<file path="src/design/qps_pkg.sv">
// ----------------------------------------------------------------------------
// qps_pkg
// Shared types, codes and helpers for the quadrature position and speed block.
// ----------------------------------------------------------------------------
package qps_pkg;

   localparam int POSITION_WIDTH = 32;
   localparam int OUT_WIDTH      = 32;
   localparam int PIN_WIDTH      = 6;
   localparam int SCALE_WIDTH    = 32;
   localparam int DIV_STEPS      = 32;
   localparam int DIV_CNT_WIDTH  = $clog2(DIV_STEPS);

   localparam logic [1:0] STATUS_OK           = 2'd0;
   localparam logic [1:0] STATUS_UNKNOWN_PIN  = 2'd1;
   localparam logic [1:0] STATUS_ZERO_INTERVAL = 2'd2;

   localparam logic OP_EDGE = 1'b0;
   localparam logic OP_TICK = 1'b1;

   localparam logic [1:0] REG_CHANNEL_A_PIN = 2'd0;
   localparam logic [1:0] REG_CHANNEL_B_PIN = 2'd1;
   localparam logic [1:0] REG_SCALE         = 2'd2;

   localparam logic [PIN_WIDTH-1:0]   CHANNEL_A_RESET = PIN_WIDTH'(0);
   localparam logic [PIN_WIDTH-1:0]   CHANNEL_B_RESET = PIN_WIDTH'(1);
   localparam logic [SCALE_WIDTH-1:0] SCALE_RESET     = SCALE_WIDTH'(65536);

   // Controller to datapath
   typedef struct packed {
      logic load;
      logic edge_commit;
      logic mul;
      logic div_start;
      logic div_step;
      logic tick_commit;
   } qps_cmd_type;

   // Datapath to controller
   typedef struct packed {
      logic in_tick;
      logic in_zero;
      logic rsp_free;
      logic div_last;
   } qps_stat_type;

   // x4 step for index {new_phase, old_phase}
   function automatic logic signed [2:0] step_of(input logic [3:0] idx);
      logic signed [2:0] s;
      case (idx)
         4'd1, 4'd7, 4'd8, 4'd14: s = 3'sd1;
         4'd2, 4'd4, 4'd11, 4'd13: s = -3'sd1;
         4'd3, 4'd12: s = 3'sd2;
         4'd6, 4'd9: s = -3'sd2;
         default: s = 3'sd0;
      endcase
      return s;
   endfunction

   // Sign-extend a counter value, then keep the low output bits
   function automatic logic [OUT_WIDTH-1:0] pos_to_out(input logic [POSITION_WIDTH-1:0] v);
      logic signed [63:0] e;
      e = 64'(signed'(v));
      return e[OUT_WIDTH-1:0];
   endfunction

endpackage

</file>
<file path="src/design/qps_ctrl.sv">
// ----------------------------------------------------------------------------
// qps_ctrl
// Sequencer: takes one request, steps the datapath, waits for the output slot.
// ----------------------------------------------------------------------------
module qps_ctrl import qps_pkg::*; (
   input  logic         clock,
   input  logic         reset,
   input  logic         req_valid,
   output logic         req_stall,
   input  qps_stat_type stat,
   output qps_cmd_type  cmd
);

   typedef enum logic [2:0] {
      ST_IDLE,
      ST_EDGE,
      ST_MUL,
      ST_DIV_INIT,
      ST_DIV,
      ST_TICK_DONE
   } state_type;

   state_type state_ff, state_in;
   logic      stall_ff;
   logic      accept;

   assign req_stall = stall_ff;
   assign accept    = req_valid && !stall_ff;

   always_comb begin
      state_in = state_ff;
      cmd      = '0;
      case (state_ff)
         ST_IDLE: begin
            if (accept) begin
               cmd.load = 1'b1;
               if (stat.in_tick == OP_TICK) begin
                  state_in = stat.in_zero ? ST_TICK_DONE : ST_MUL;
               end else begin
                  state_in = ST_EDGE;
               end
            end
         end
         ST_EDGE: begin
            if (stat.rsp_free) begin
               cmd.edge_commit = 1'b1;
               state_in        = ST_IDLE;
            end
         end
         ST_MUL: begin
            cmd.mul  = 1'b1;
            state_in = ST_DIV_INIT;
         end
         ST_DIV_INIT: begin
            cmd.div_start = 1'b1;
            state_in      = ST_DIV;
         end
         ST_DIV: begin
            cmd.div_step = 1'b1;
            if (stat.div_last) begin
               state_in = ST_TICK_DONE;
            end
         end
         ST_TICK_DONE: begin
            if (stat.rsp_free) begin
               cmd.tick_commit = 1'b1;
               state_in        = ST_IDLE;
            end
         end
         default: begin
            state_in = ST_IDLE;
         end
      endcase
   end

   // Hold state and the stall flag together
   always_ff @(posedge clock) begin
      if (reset) begin
         state_ff <= ST_IDLE;
         stall_ff <= 1'b0;
      end else begin
         state_ff <= state_in;
         stall_ff <= (state_in != ST_IDLE);
      end
   end

endmodule

</file>
<file path="src/design/qps_datapath.sv">
// ----------------------------------------------------------------------------
// qps_datapath
// Registers, x4 step table, multiplier, radix-2 divider and output register.
// ----------------------------------------------------------------------------
module qps_datapath import qps_pkg::*; (
   input  logic                          clock,
   input  logic                          reset,
   input  logic                          req_operation,
   input  logic [PIN_WIDTH-1:0]          req_pin,
   input  logic                          req_level,
   input  logic [31:0]                   req_interval,
   input  logic                          csr_write_enable,
   input  logic [1:0]                    csr_index,
   input  logic [SCALE_WIDTH-1:0]        csr_data,
   output logic [1:0]                    rsp_status,
   output logic signed [OUT_WIDTH-1:0]   rsp_position,
   output logic signed [OUT_WIDTH-1:0]   rsp_speed,
   output logic                          rsp_valid,
   input  logic                          rsp_stall,
   input  qps_cmd_type                   cmd,
   output qps_stat_type                  stat
);

   // Configuration
   logic [PIN_WIDTH-1:0]      cha_ff, chb_ff;
   logic [SCALE_WIDTH-1:0]    scale_ff;

   // Encoder state
   logic [1:0]                phase_ff;
   logic [POSITION_WIDTH-1:0] pos_ff, last_ff;

   // Latched request
   logic [PIN_WIDTH-1:0]      pin_ff;
   logic                      level_ff;
   logic [31:0]               interval_ff;

   // Speed arithmetic
   logic                      neg_ff;
   logic [63:0]               product_ff;
   logic                      ovf_ff;
   logic [31:0]               rem_ff;
   logic [31:0]               quo_ff;
   logic [DIV_CNT_WIDTH-1:0]  cnt_ff;

   // Output register
   logic                      rsp_valid_ff;
   logic [1:0]                status_ff;
   logic [OUT_WIDTH-1:0]      position_ff, speed_ff;

   logic                      hit_a, hit_b;
   logic [1:0]                newp;
   logic signed [2:0]         step;
   logic [POSITION_WIDTH-1:0] pos_next;
   logic [OUT_WIDTH-1:0]      delta, mag;
   logic [32:0]               trial;
   logic                      trial_ge;
   logic [OUT_WIDTH-1:0]      speed_sat;
   logic                      rsp_free;

   assign rsp_free = !rsp_valid_ff || !rsp_stall;

   assign stat.in_tick  = req_operation;
   assign stat.in_zero  = (req_interval == 32'd0);
   assign stat.rsp_free = rsp_free;
   assign stat.div_last = (cnt_ff == DIV_CNT_WIDTH'(DIV_STEPS - 1));

   // Channel A wins when both pin registers match
   assign hit_a    = (pin_ff == cha_ff);
   assign hit_b    = (pin_ff == chb_ff);
   assign newp     = hit_a ? {phase_ff[1], level_ff} : {level_ff, phase_ff[0]};
   assign step     = step_of({newp, phase_ff});
   assign pos_next = pos_ff + POSITION_WIDTH'(step);

   assign delta = pos_to_out(pos_ff - last_ff);
   assign mag   = delta[OUT_WIDTH-1] ? (OUT_WIDTH'(0) - delta) : delta;

   assign trial    = {rem_ff, quo_ff[31]};
   assign trial_ge = (trial >= {1'b0, interval_ff});

   always_comb begin
      if (neg_ff) begin
         if (ovf_ff || (quo_ff > 32'h8000_0000)) begin
            speed_sat = 32'h8000_0000;
         end else begin
            speed_sat = 32'd0 - quo_ff;
         end
      end else begin
         if (ovf_ff || quo_ff[31]) begin
            speed_sat = 32'h7FFF_FFFF;
         end else begin
            speed_sat = quo_ff;
         end
      end
   end

   // Configuration and encoder state
   always_ff @(posedge clock) begin
      if (reset) begin
         cha_ff   <= CHANNEL_A_RESET;
         chb_ff   <= CHANNEL_B_RESET;
         scale_ff <= SCALE_RESET;
         phase_ff <= 2'd0;
         pos_ff   <= '0;
         last_ff  <= '0;
      end else begin
         if (csr_write_enable) begin
            case (csr_index)
               REG_CHANNEL_A_PIN: cha_ff   <= csr_data[PIN_WIDTH-1:0];
               REG_CHANNEL_B_PIN: chb_ff   <= csr_data[PIN_WIDTH-1:0];
               REG_SCALE:         scale_ff <= csr_data;
               default: ;
            endcase
         end
         if (cmd.edge_commit && (hit_a || hit_b)) begin
            phase_ff <= newp;
            pos_ff   <= pos_next;
         end
         if (cmd.tick_commit && (interval_ff != 32'd0)) begin
            last_ff <= pos_ff;
         end
      end
   end

   // Request latch and divider
   always_ff @(posedge clock) begin
      if (cmd.load) begin
         pin_ff      <= req_pin;
         level_ff    <= req_level;
         interval_ff <= req_interval;
      end
      if (cmd.mul) begin
         neg_ff     <= delta[OUT_WIDTH-1];
         product_ff <= 64'(mag) * 64'(scale_ff);
      end
      if (cmd.div_start) begin
         ovf_ff <= (product_ff[63:32] >= interval_ff);
         rem_ff <= product_ff[63:32];
         quo_ff <= product_ff[31:0];
         cnt_ff <= '0;
      end
      if (cmd.div_step) begin
         rem_ff <= trial_ge ? 32'(trial - {1'b0, interval_ff}) : trial[31:0];
         quo_ff <= {quo_ff[30:0], trial_ge};
         cnt_ff <= cnt_ff + DIV_CNT_WIDTH'(1);
      end
   end

   // Output register
   always_ff @(posedge clock) begin
      if (reset) begin
         rsp_valid_ff <= 1'b0;
      end else if (cmd.edge_commit || cmd.tick_commit) begin
         rsp_valid_ff <= 1'b1;
      end else if (!rsp_stall) begin
         rsp_valid_ff <= 1'b0;
      end
   end

   always_ff @(posedge clock) begin
      if (cmd.edge_commit) begin
         status_ff   <= (hit_a || hit_b) ? STATUS_OK : STATUS_UNKNOWN_PIN;
         position_ff <= pos_to_out((hit_a || hit_b) ? pos_next : pos_ff);
         speed_ff    <= '0;
      end
      if (cmd.tick_commit) begin
         position_ff <= pos_to_out(pos_ff);
         if (interval_ff == 32'd0) begin
            status_ff <= STATUS_ZERO_INTERVAL;
            speed_ff  <= '0;
         end else begin
            status_ff <= STATUS_OK;
            speed_ff  <= speed_sat;
         end
      end
   end

   assign rsp_valid    = rsp_valid_ff;
   assign rsp_status   = status_ff;
   assign rsp_position = signed'(position_ff);
   assign rsp_speed    = signed'(speed_ff);

`ifndef SYNTHESIS
   a_commit_slot_free: assert property (@(posedge clock) disable iff (reset)
      (cmd.edge_commit || cmd.tick_commit) |-> rsp_free)
      else $error("result committed over a waiting result");

   a_last_only_on_tick: assert property (@(posedge clock) disable iff (reset)
      !cmd.tick_commit |=> $stable(last_ff))
      else $error("last position moved outside a tick");

   a_pos_only_on_edge: assert property (@(posedge clock) disable iff (reset)
      !cmd.edge_commit |=> $stable(pos_ff))
      else $error("position moved outside a level change");

   a_speed_zero_on_error: assert property (@(posedge clock) disable iff (reset)
      (rsp_valid_ff && (status_ff != STATUS_OK)) |-> (speed_ff == '0))
      else $error("non-zero speed on a failed request");
`endif

endmodule

</file>
<file path="src/design/quadrature_position_and_speed.sv">
// ----------------------------------------------------------------------------
// quadrature_position_and_speed
// A level change is latched, then committed once the output slot is free; a
// speed tick goes through multiply, divider set-up, 32 divider steps and
// commit. One request at a time: the next is taken only after the result
// is in the output register; a zero-interval tick skips the arithmetic.
// Reset clears position, last position and phase and restores the registers.
// ----------------------------------------------------------------------------
module quadrature_position_and_speed import qps_pkg::*; (
   input  logic                        clock,
   input  logic                        reset,
   // request channel
   input  logic                        req_valid,
   output logic                        req_stall,
   input  logic                        req_operation,
   input  logic [PIN_WIDTH-1:0]        req_pin,
   input  logic                        req_level,
   input  logic [31:0]                 req_interval,
   // result channel
   output logic                        rsp_valid,
   input  logic                        rsp_stall,
   output logic [1:0]                  rsp_status,
   output logic signed [OUT_WIDTH-1:0] rsp_position,
   output logic signed [OUT_WIDTH-1:0] rsp_speed,
   // register writes
   input  logic                        csr_write_enable,
   input  logic [1:0]                  csr_index,
   input  logic [SCALE_WIDTH-1:0]      csr_data
);

   // Commands flow from the sequencer to the datapath; status flows back.
   qps_cmd_type  cmd;
   qps_stat_type stat;

   // The sequencer holds the request channel stalled from acceptance until
   // the result has been placed in the output register. A result may still
   // be waiting downstream while the next request is taken: the output
   // register parts the two sides, and a commit only waits when that
   // register is full and stalled.
   qps_ctrl u_ctrl (
      .clock     (clock),
      .reset     (reset),
      .req_valid (req_valid),
      .req_stall (req_stall),
      .stat      (stat),
      .cmd       (cmd)
   );

   // The datapath keeps the pin and scale registers, the phase, the wrapping
   // position and the position latched at the last good tick. A level change
   // looks up the x4 step table and updates position in one commit. A tick
   // forms the count difference, takes its magnitude, multiplies by scale,
   // then divides by the interval one quotient bit per cycle; an overflow of
   // the high product word against the interval marks saturation early.
   qps_datapath u_datapath (
      .clock            (clock),
      .reset            (reset),
      .req_operation    (req_operation),
      .req_pin          (req_pin),
      .req_level        (req_level),
      .req_interval     (req_interval),
      .csr_write_enable (csr_write_enable),
      .csr_index        (csr_index),
      .csr_data         (csr_data),
      .rsp_status       (rsp_status),
      .rsp_position     (rsp_position),
      .rsp_speed        (rsp_speed),
      .rsp_valid        (rsp_valid),
      .rsp_stall        (rsp_stall),
      .cmd              (cmd),
      .stat             (stat)
   );

endmodule

</file>
<file path="config.mk">
export PLATFORM = sky130hd
export DESIGN_NAME = quadrature_position_and_speed
export DESIGN_NICKNAME = d
export VERILOG_FILES = /design/src/design/qps_pkg.sv /design/src/design/qps_ctrl.sv /design/src/design/qps_datapath.sv /design/src/design/quadrature_position_and_speed.sv
export SDC_FILE = /design/constraint.sdc
export NUM_CORES = 2
export LEC_CHECK = 0
export BUFFER_PORTS_ARGS = -buffer_cell sky130_fd_sc_hd__buf_2
export CAP_MARGIN = 20
export CORE_ASPECT_RATIO = 2
export CORE_MARGIN = 5
export CORE_UTILIZATION = 40
export DETAILED_ROUTE_END_ITERATION = 6
export MAX_ROUTING_LAYER = met4
export PLACE_DENSITY_LB_ADDON = 0.1
export REMOVE_ABC_BUFFERS = 1
export SLEW_MARGIN = 20
export SYNTH_ARGS = -nofsm -noshare
export SYNTH_HDL_FRONTEND = slang
export SYNTH_SLANG_ARGS = --single-unit
</file>
<file path="constraint.sdc">
create_clock -name clock -period 13.15 [get_ports clock]
set_clock_uncertainty 0.2 [all_clocks]
set_input_delay 1.9725 -clock clock [delete_from_list [all_inputs] [get_ports clock]]
set_output_delay 1.9725 -clock clock [all_outputs]
set_load 0.02 [all_outputs]
</file>
==> Yosys cells after proc, flatten, opt, wreduce, memory -nomap -nowiden <==
Memory sizes are Yosys's and may differ from the RTL's.
Index checks and enable logic that the tools add are counted.
{ "classes": {"bitwise": 0, "add_sub_neg": 6, "order_cmp": 3, "n_div": 0, "n_shift": 0, "eq_ne": 11, "reduce_logical": 23, "mux": 38, "multipliers": 1} }
{ "ops": {"columns": ["operator", "count"], "rows": [
  ["2-to-1 mux 32 bit", 15],
  ["zero test 32 bit", 2],
  ["multiplier 32 x 32 -> 64 bit", 1],
  ["subtractor 1 x 32 -> 32 bit, first input constant", 2],
  ["subtractor 32 bit", 2],
  ["greater-or-equal comparator 33 x 32 -> 1 bit", 1],
  ["adder 32 bit", 1],
  ["greater-or-equal comparator 32 bit", 1],
  ["> comparator 32 bit, second input constant", 1],
  ["nonzero test 32 bit", 1],
  ["2-to-1 mux 3 bit", 5],
  ["case mux 3 bit (5 select lines)", 1],
  ["equality test 6 bit", 2],
  ["2-to-1 mux 1 bit", 11],
  ["2-to-1 mux 5 bit", 2],
  ["2-to-1 mux 2 bit", 4],
  ["equality test 3 x 2 -> 1 bit, second input constant", 2],
  ["equality test 3 bit, second input constant", 2],
  ["AND reduction 2 bit", 3],
  ["adder 5 x 1 -> 5 bit, second input constant", 1],
  ["equality test 5 bit, second input constant", 1],
  ["logical OR 1 bit", 5],
  ["nonzero test 2 bit", 2],
  ["equality test 3 x 1 -> 1 bit, second input constant", 1],
  ["other kinds (9)", 13]
]} }
{ "word_totals": {"latch_bits": 0, "wordCells": 104, "reg_bits": 355, "memories": 1, "mem_bits_ro": 48, "out_inout_bits": 68, "ramBits": 0} }
{ "mem_list": {"columns": ["memory", "depth", "word_bits", "read_ports", "rd_ports_with_merged_regs", "write_ports", "line_no", "text"], "rows": [
  ["(no name shown)", 16, 3, 1, 0, 0, "qps_pkg.sv:50", "case (idx)"]
]} }

==> Longest topological paths before layout <==
An unclocked memory read counts as a cell.
{ "depth": {"depth_word": 7, "mapped_depth": 46} }

==> By module <==
Synthesis repeated with hierarchy kept, for this count alone.
{ "hier_totals": {"hier_cells": 6171, "hier_area_um2": 55783.5} }
{ "modules_own_cells": {"columns": ["mod", "cells_each", "seq_area_each_um2", "area_each_um2", "n_inst"], "rows": [
  ["qps_datapath", 6136, 9429.0, 55510.7, 1],
  ["qps_ctrl", 35, 80.1, 272.8, 1]
]} }

==> Least setup slack after synthesis <==
Ideal clock, no wire load.
{ "synth_path": {"path_type": "flip-flop to flip-flop", "startpoint": "register u_datapath.pos_ff[0]", "endpoint": "register u_datapath.product_ff[56] (data pin)", "path_stages_with_launch": 42, "t_arrival_ns": 10.501, "required_time_ns": 12.687, "setup_slack_ns": 2.186, "setup_time_ns": 0.263, "cell_sequence": "dfxtp_1 > inv_1 > ha_1 > fa_1 > nor2b_4 > o31a_1 > nor3_2 > o21ai_2 > o31ai_1 > a2111oi_0 > nor2_1 > o311a_1 > clkbuf_1 > nand2_1 > clkbuf_1 > clkbuf_1 > nor2_1 > a211o_1 > [6 not listed] > inv_1 > fa_1 > inv_1 > fa_1 > inv_1 > ha_1 > ha_1 > a21oi_1 > o21ai_0 > a21oi_1 > o21ai_0 > a311o_1 > a2111oi_0 > o311ai_0 > a41o_1 > a31o_2 > a41oi_1 > xnor2_1"} }
{ "synth_via": {"elab_chain_len": 4} }
{ "synth_rtl": {"columns": ["element", "line_no", "text"], "rows": [
  ["start: declaration", "qps_datapath.sv:30", "logic [POSITION_WIDTH-1:0] pos_ff, last_ff;"],
  ["start signal: assignment", "qps_datapath.sv:116", "pos_ff <= pos_next;"],
  ["subtractor 32 bit (*)", "qps_datapath.sv:74", "assign delta = pos_to_out(pos_ff - last_ff);"],
  ["subtractor 1 x 32 -> 32 bit", "qps_datapath.sv:75", "assign mag = delta[OUT_WIDTH-1] ? (OUT_WIDTH'(0) - delta) : delta;"],
  ["2-to-1 mux 32 bit (*)", "qps_datapath.sv:75", null],
  ["multiplier 32 x 32 -> 64 bit (*)", "qps_datapath.sv:133", "product_ff <= 64'(mag) * 64'(scale_ff);"],
  ["end signal: assignment", "qps_datapath.sv:133", null],
  ["end: declaration", "qps_datapath.sv:39", "logic [63:0] product_ff;"]
]} }
Mark *: on every way between the ends. The rest lies on a longest branch, timed or not.
A chain may end at the register's enable or synchronous reset.

==> Worst setup path after layout <==
{ "layout_path": {"startpoint": "register u_datapath.pos_ff[1]", "endpoint": "register u_datapath.product_ff[56] (data pin)"} }
Same word-level chain as after synthesis.

==> flow_summary_export.csv <==
group,metric,value,unit
outcome,run_status,"completed",
clock_network,cts.clk_slew.worst_paths,70,ps
sta,tns,0,ps
power,power_frac_comb,15.8,%
yosys,synth_seq_cells,355,
sta,slew_headroom,25.2,%
clock_network,clock-sinks,355,
grt,grt_pass1_vias,50634,
drt,firstDrtPassIters,6,
worst_setup_path,cp-end-kind,"flop",
die,core_area,144000,µm²
yosys,ys_top_cells_by_area,"fa_1 31%, edfxtp_1 12%, ha_1 8.6%, inv_1 6.9%, nand2_1 5.5%",
clock_network,tritoncts,"built",
hold_path,hold_class,"reg2reg",
worst_setup_path,crit_type,"reg2reg",
sta,slew_viol_final,0,
finish,layout.cells.non_filler,8370,
drt,drt_iter0_drc,3077,
finish,largest_register,"u_datapath.product_ff",
yosys,synth_top_area_share,31.1,%
worst_setup_path,required,13310,ps
finish,register_area,9510,µm²
die,die_width,279,µm
sta,clock.fmax,0.0790,GHz
clock_network,htree_levels,2,
drt,routedWlPerCell,25.4,µm
worst_setup_path,worstPathMaxFanout,79,
placement,io_buffers,146,
power,peakVddDrop,0.106,mV
finish,final_area,62500,µm²
drt,route.detailed.drc,0,
yosys,synth-edff-count,240,
clock_network,worstSkewPairLatency,640,ps
power,p_int,2090,µW
finish,multi_input_area,43200,µm²
finish,nNetsFinal,7818,
die,die-area,153000,µm²
finish,drive_gt1_share,8.62,%
worst_setup_path,crit_path_frequent_cell,"fa_1",
yosys,postSynth.asyncResetShare,0,%
drt,vias_per_cell,5.68,
power,p_total,2970,µW
worst_setup_path,arrival,12820,ps
placement,dp_hpwl,164000,µm
yosys,avgSynthCellArea,8.87,µm²
sta,period_share,96.3,%
grt,grt_most_used_layer,"met2",
power,clkPwrFrac,40.7,%
yosys,seq_area_frac_synth,16.4,%
worst_setup_path,setup.worst_path.start_class,"flop",
grt,met2_usage,50.2,%
drt,vias,47542,
power,power_density,47.5,nW/µm²
worst_setup_path,path_delay_family,"adder cells",
clock_network,cts_buffers,38,
clock_network,cts_max_path_buffers,3,
power,power_leakage,0.0285,µW
yosys,synth_flop_cell,"edfxtp_1",
sta,setup_violations,0,
grt,grt_pass1_wl,320000,µm
sta,hold_viol,0,
placement,place_congestion,0.986,
grt,met3_usage,2.70,%
worst_setup_path,slowest_stage,"or3_1",
die,io_pins,147,
sta,tightest_slew,1120,ps
finish,fill_cells,14397,
die,die_h,548,µm
drt,ant_nets,0,
grt,grt_max_degree,89,
yosys,yosys.area.top_type,"fa_1",
job,maxCapViolCount,0,
yosys,synthDistinctLibCells,86,
worst_setup_path,path_buf_inv,6,
finish,areaGrowthSynthToFinish,7.87,%
sta,timing.final.crit_period,12660,ps
power,switchingPower,873,µW
power,switching_share,29.4,%
placement,dpl_cell_area,61000,µm²
yosys,netlist_area,57900,µm²
die,start_util,40.2,%
drt,wl,213000,µm
placement,post-place-cells,8294,
sta,rsz0062_at_grt,"no",
power,pwr-share-seq,43.5,%
worst_setup_path,cpPeakStageDelay,760,ps
yosys,ys_warn_count,0,
die,num_rows,197,
grt,use_met1,30.8,%
grt,antenna_found_initial,9,
yosys,syn_inst,6529,
finish,largest_reg_flops,64,
grt,grt_overflow_total,0,
clock_network,cts-root-buf,"clkbuf_16",
grt,grt_use_total,28.4,%
## kinds of logic (layout without fill, tap and decap cells)
family	after synthesis	count (layout)	synth area share (%)
xor+xnor	168	168	2.54
fa+ha+maj	1295	1295	39.6
simple gates	1876	1876	15.7
compound gates	1206	1206	13.6
other cells	0	6	0
buf+inv	1500	1445	9.77
mux	129	129	2.33
flops	355	355	16.4
## final cells by class
type | instances | share of cell area, %
diodes | 6 | 0.0240
flip-flops and latches | 355 | 15.2
clock inverters | 29 | 0.625
clock buffers | 41 | 1.56
well taps | 1890 | 3.79
multi-input cells | 4674 | 69.1
inverters | 1060 | 6.37
repair buffers | 315 | 3.27
## power groups by stage
| stage | clock (µW) | sequential, µW | combinational [µW] |
|---|---|---|---|
| after floorplan | 0 | 1340 | 248 |
| after global routing | 1280 | 1300 | 510 |
| after global placement | 0 | 1320 | 466 |
| after CTS | 1250 | 1290 | 469 |
| after detailed placement | 0 | 1320 | 467 |
| final | 1210 | 1290 | 469 |
## repair_timing
action / 4_1_cts / 5_1_grt
hold endpoints to repair: 0 / 0
buffers inserted: 0 / 0
gates resized for setup: 0 / 6
hold buffers: 0 / 0
endpoints found under the setup margin: 0 / 4
## per-stage QoR
| step | utilization [%] | hold WS (ps) | setup slack (ps) |
|---|---|---|---|
| 2_1_floorplan | - | 230 | -3920 |
| 3_3_place_gp | 42.4 | 242 | 469 |
| 3_5_place_dp | 42.4 | 248 | 502 |
| 4_1_cts | 43.4 | 256 | 433 |
| 5_1_grt | 43.4 | 272 | 14.2 |
| 6_report | 43.4 | 255 | 491 |
## path summary, 6_finish.rpt
path,startpoint,end,slack (ps),depth (start not counted)
max,u_datapath.pos_ff[1],u_datapath.product_ff[56],490,37
min,u_datapath.scale_ff[9],u_datapath.scale_ff[9],260,2
max reg2reg,u_datapath.pos_ff[1],u_datapath.product_ff[56],490,37
min reg2reg,u_datapath.scale_ff[9],u_datapath.scale_ff[9],260,2
## synth_stat cells (13+ instances only)
| cell type | n |
|---|---|
| fa_1 | 899 |
| clkbuf_1 | 407 |
| a21oi_1 | 252 |
| mux2_2 | 47 |
| nand2_1 | 849 |
| edfxtp_1 | 240 |
| a311oi_1 | 37 |
| o21a_1 | 43 |
| xnor2_1 | 111 |
| or2_2 | 15 |
| buf_1 | 20 |
| a21bo_2 | 31 |
| a21o_1 | 112 |
| a211oi_1 | 23 |
| nand3b_1 | 20 |
| o22ai_1 | 19 |
| o21ai_0 | 306 |
| ha_1 | 396 |
| nor3_1 | 95 |
| mux2i_1 | 82 |
| a211o_1 | 19 |
| and2_1 | 288 |
| dfxtp_1 | 115 |
| nand4_1 | 101 |
| o311ai_0 | 13 |
| nor2b_1 | 44 |
| a31oi_1 | 54 |
| o31ai_1 | 13 |
| inv_1 | 1059 |
| or3_1 | 31 |
| nor2_1 | 187 |
| nor4_1 | 68 |
| xor2_1 | 57 |
| and3_1 | 22 |
| o21bai_1 | 22 |
| nand3_1 | 77 |
| nand2b_1 | 29 |
| a21boi_0 | 149 |
## layout by cell type (no fill, tap or decap), types with 38 or more instances in the layout
cell	n
buf_4	167
edfxtp_1	240
fa_1	899
nor2_1	184
nand4_1	101
o21a_1	43
a31oi_1	53
a21boi_0	149
xor2_1	54
a21oi_1	249
xnor2_1	98
mux2i_1	82
inv_1	1059
and2_1	287
o21ai_0	302
nor3_1	88
nor2b_1	44
ha_1	396
nor4_1	65
dfxtp_1	115
buf_2	145
mux2_2	47
a21o_1	112
nand2_1	848
clkbuf_16	38
nand3_1	76
## metal layers
layer | wire length, µm | vias up
met5 | 0 | -
met4 | 17400 | 0
met3 | 10200 | 629
met2 | 109000 | 1728
met1 | 76200 | 24040
li1 | - | 21145
## worst register-to-register path, delay by kind of cell, from the launching register on
family	cells	cell delay, ps
and+or+nand+nor	5	1610
xor gates and xnor gates	1	90
AOI/OAI and AO/OA	15	4540
adders and majority gates	10	4700
buffers and inverters	6	840
DFF	1	400
(Power assumes the default switching activity.)
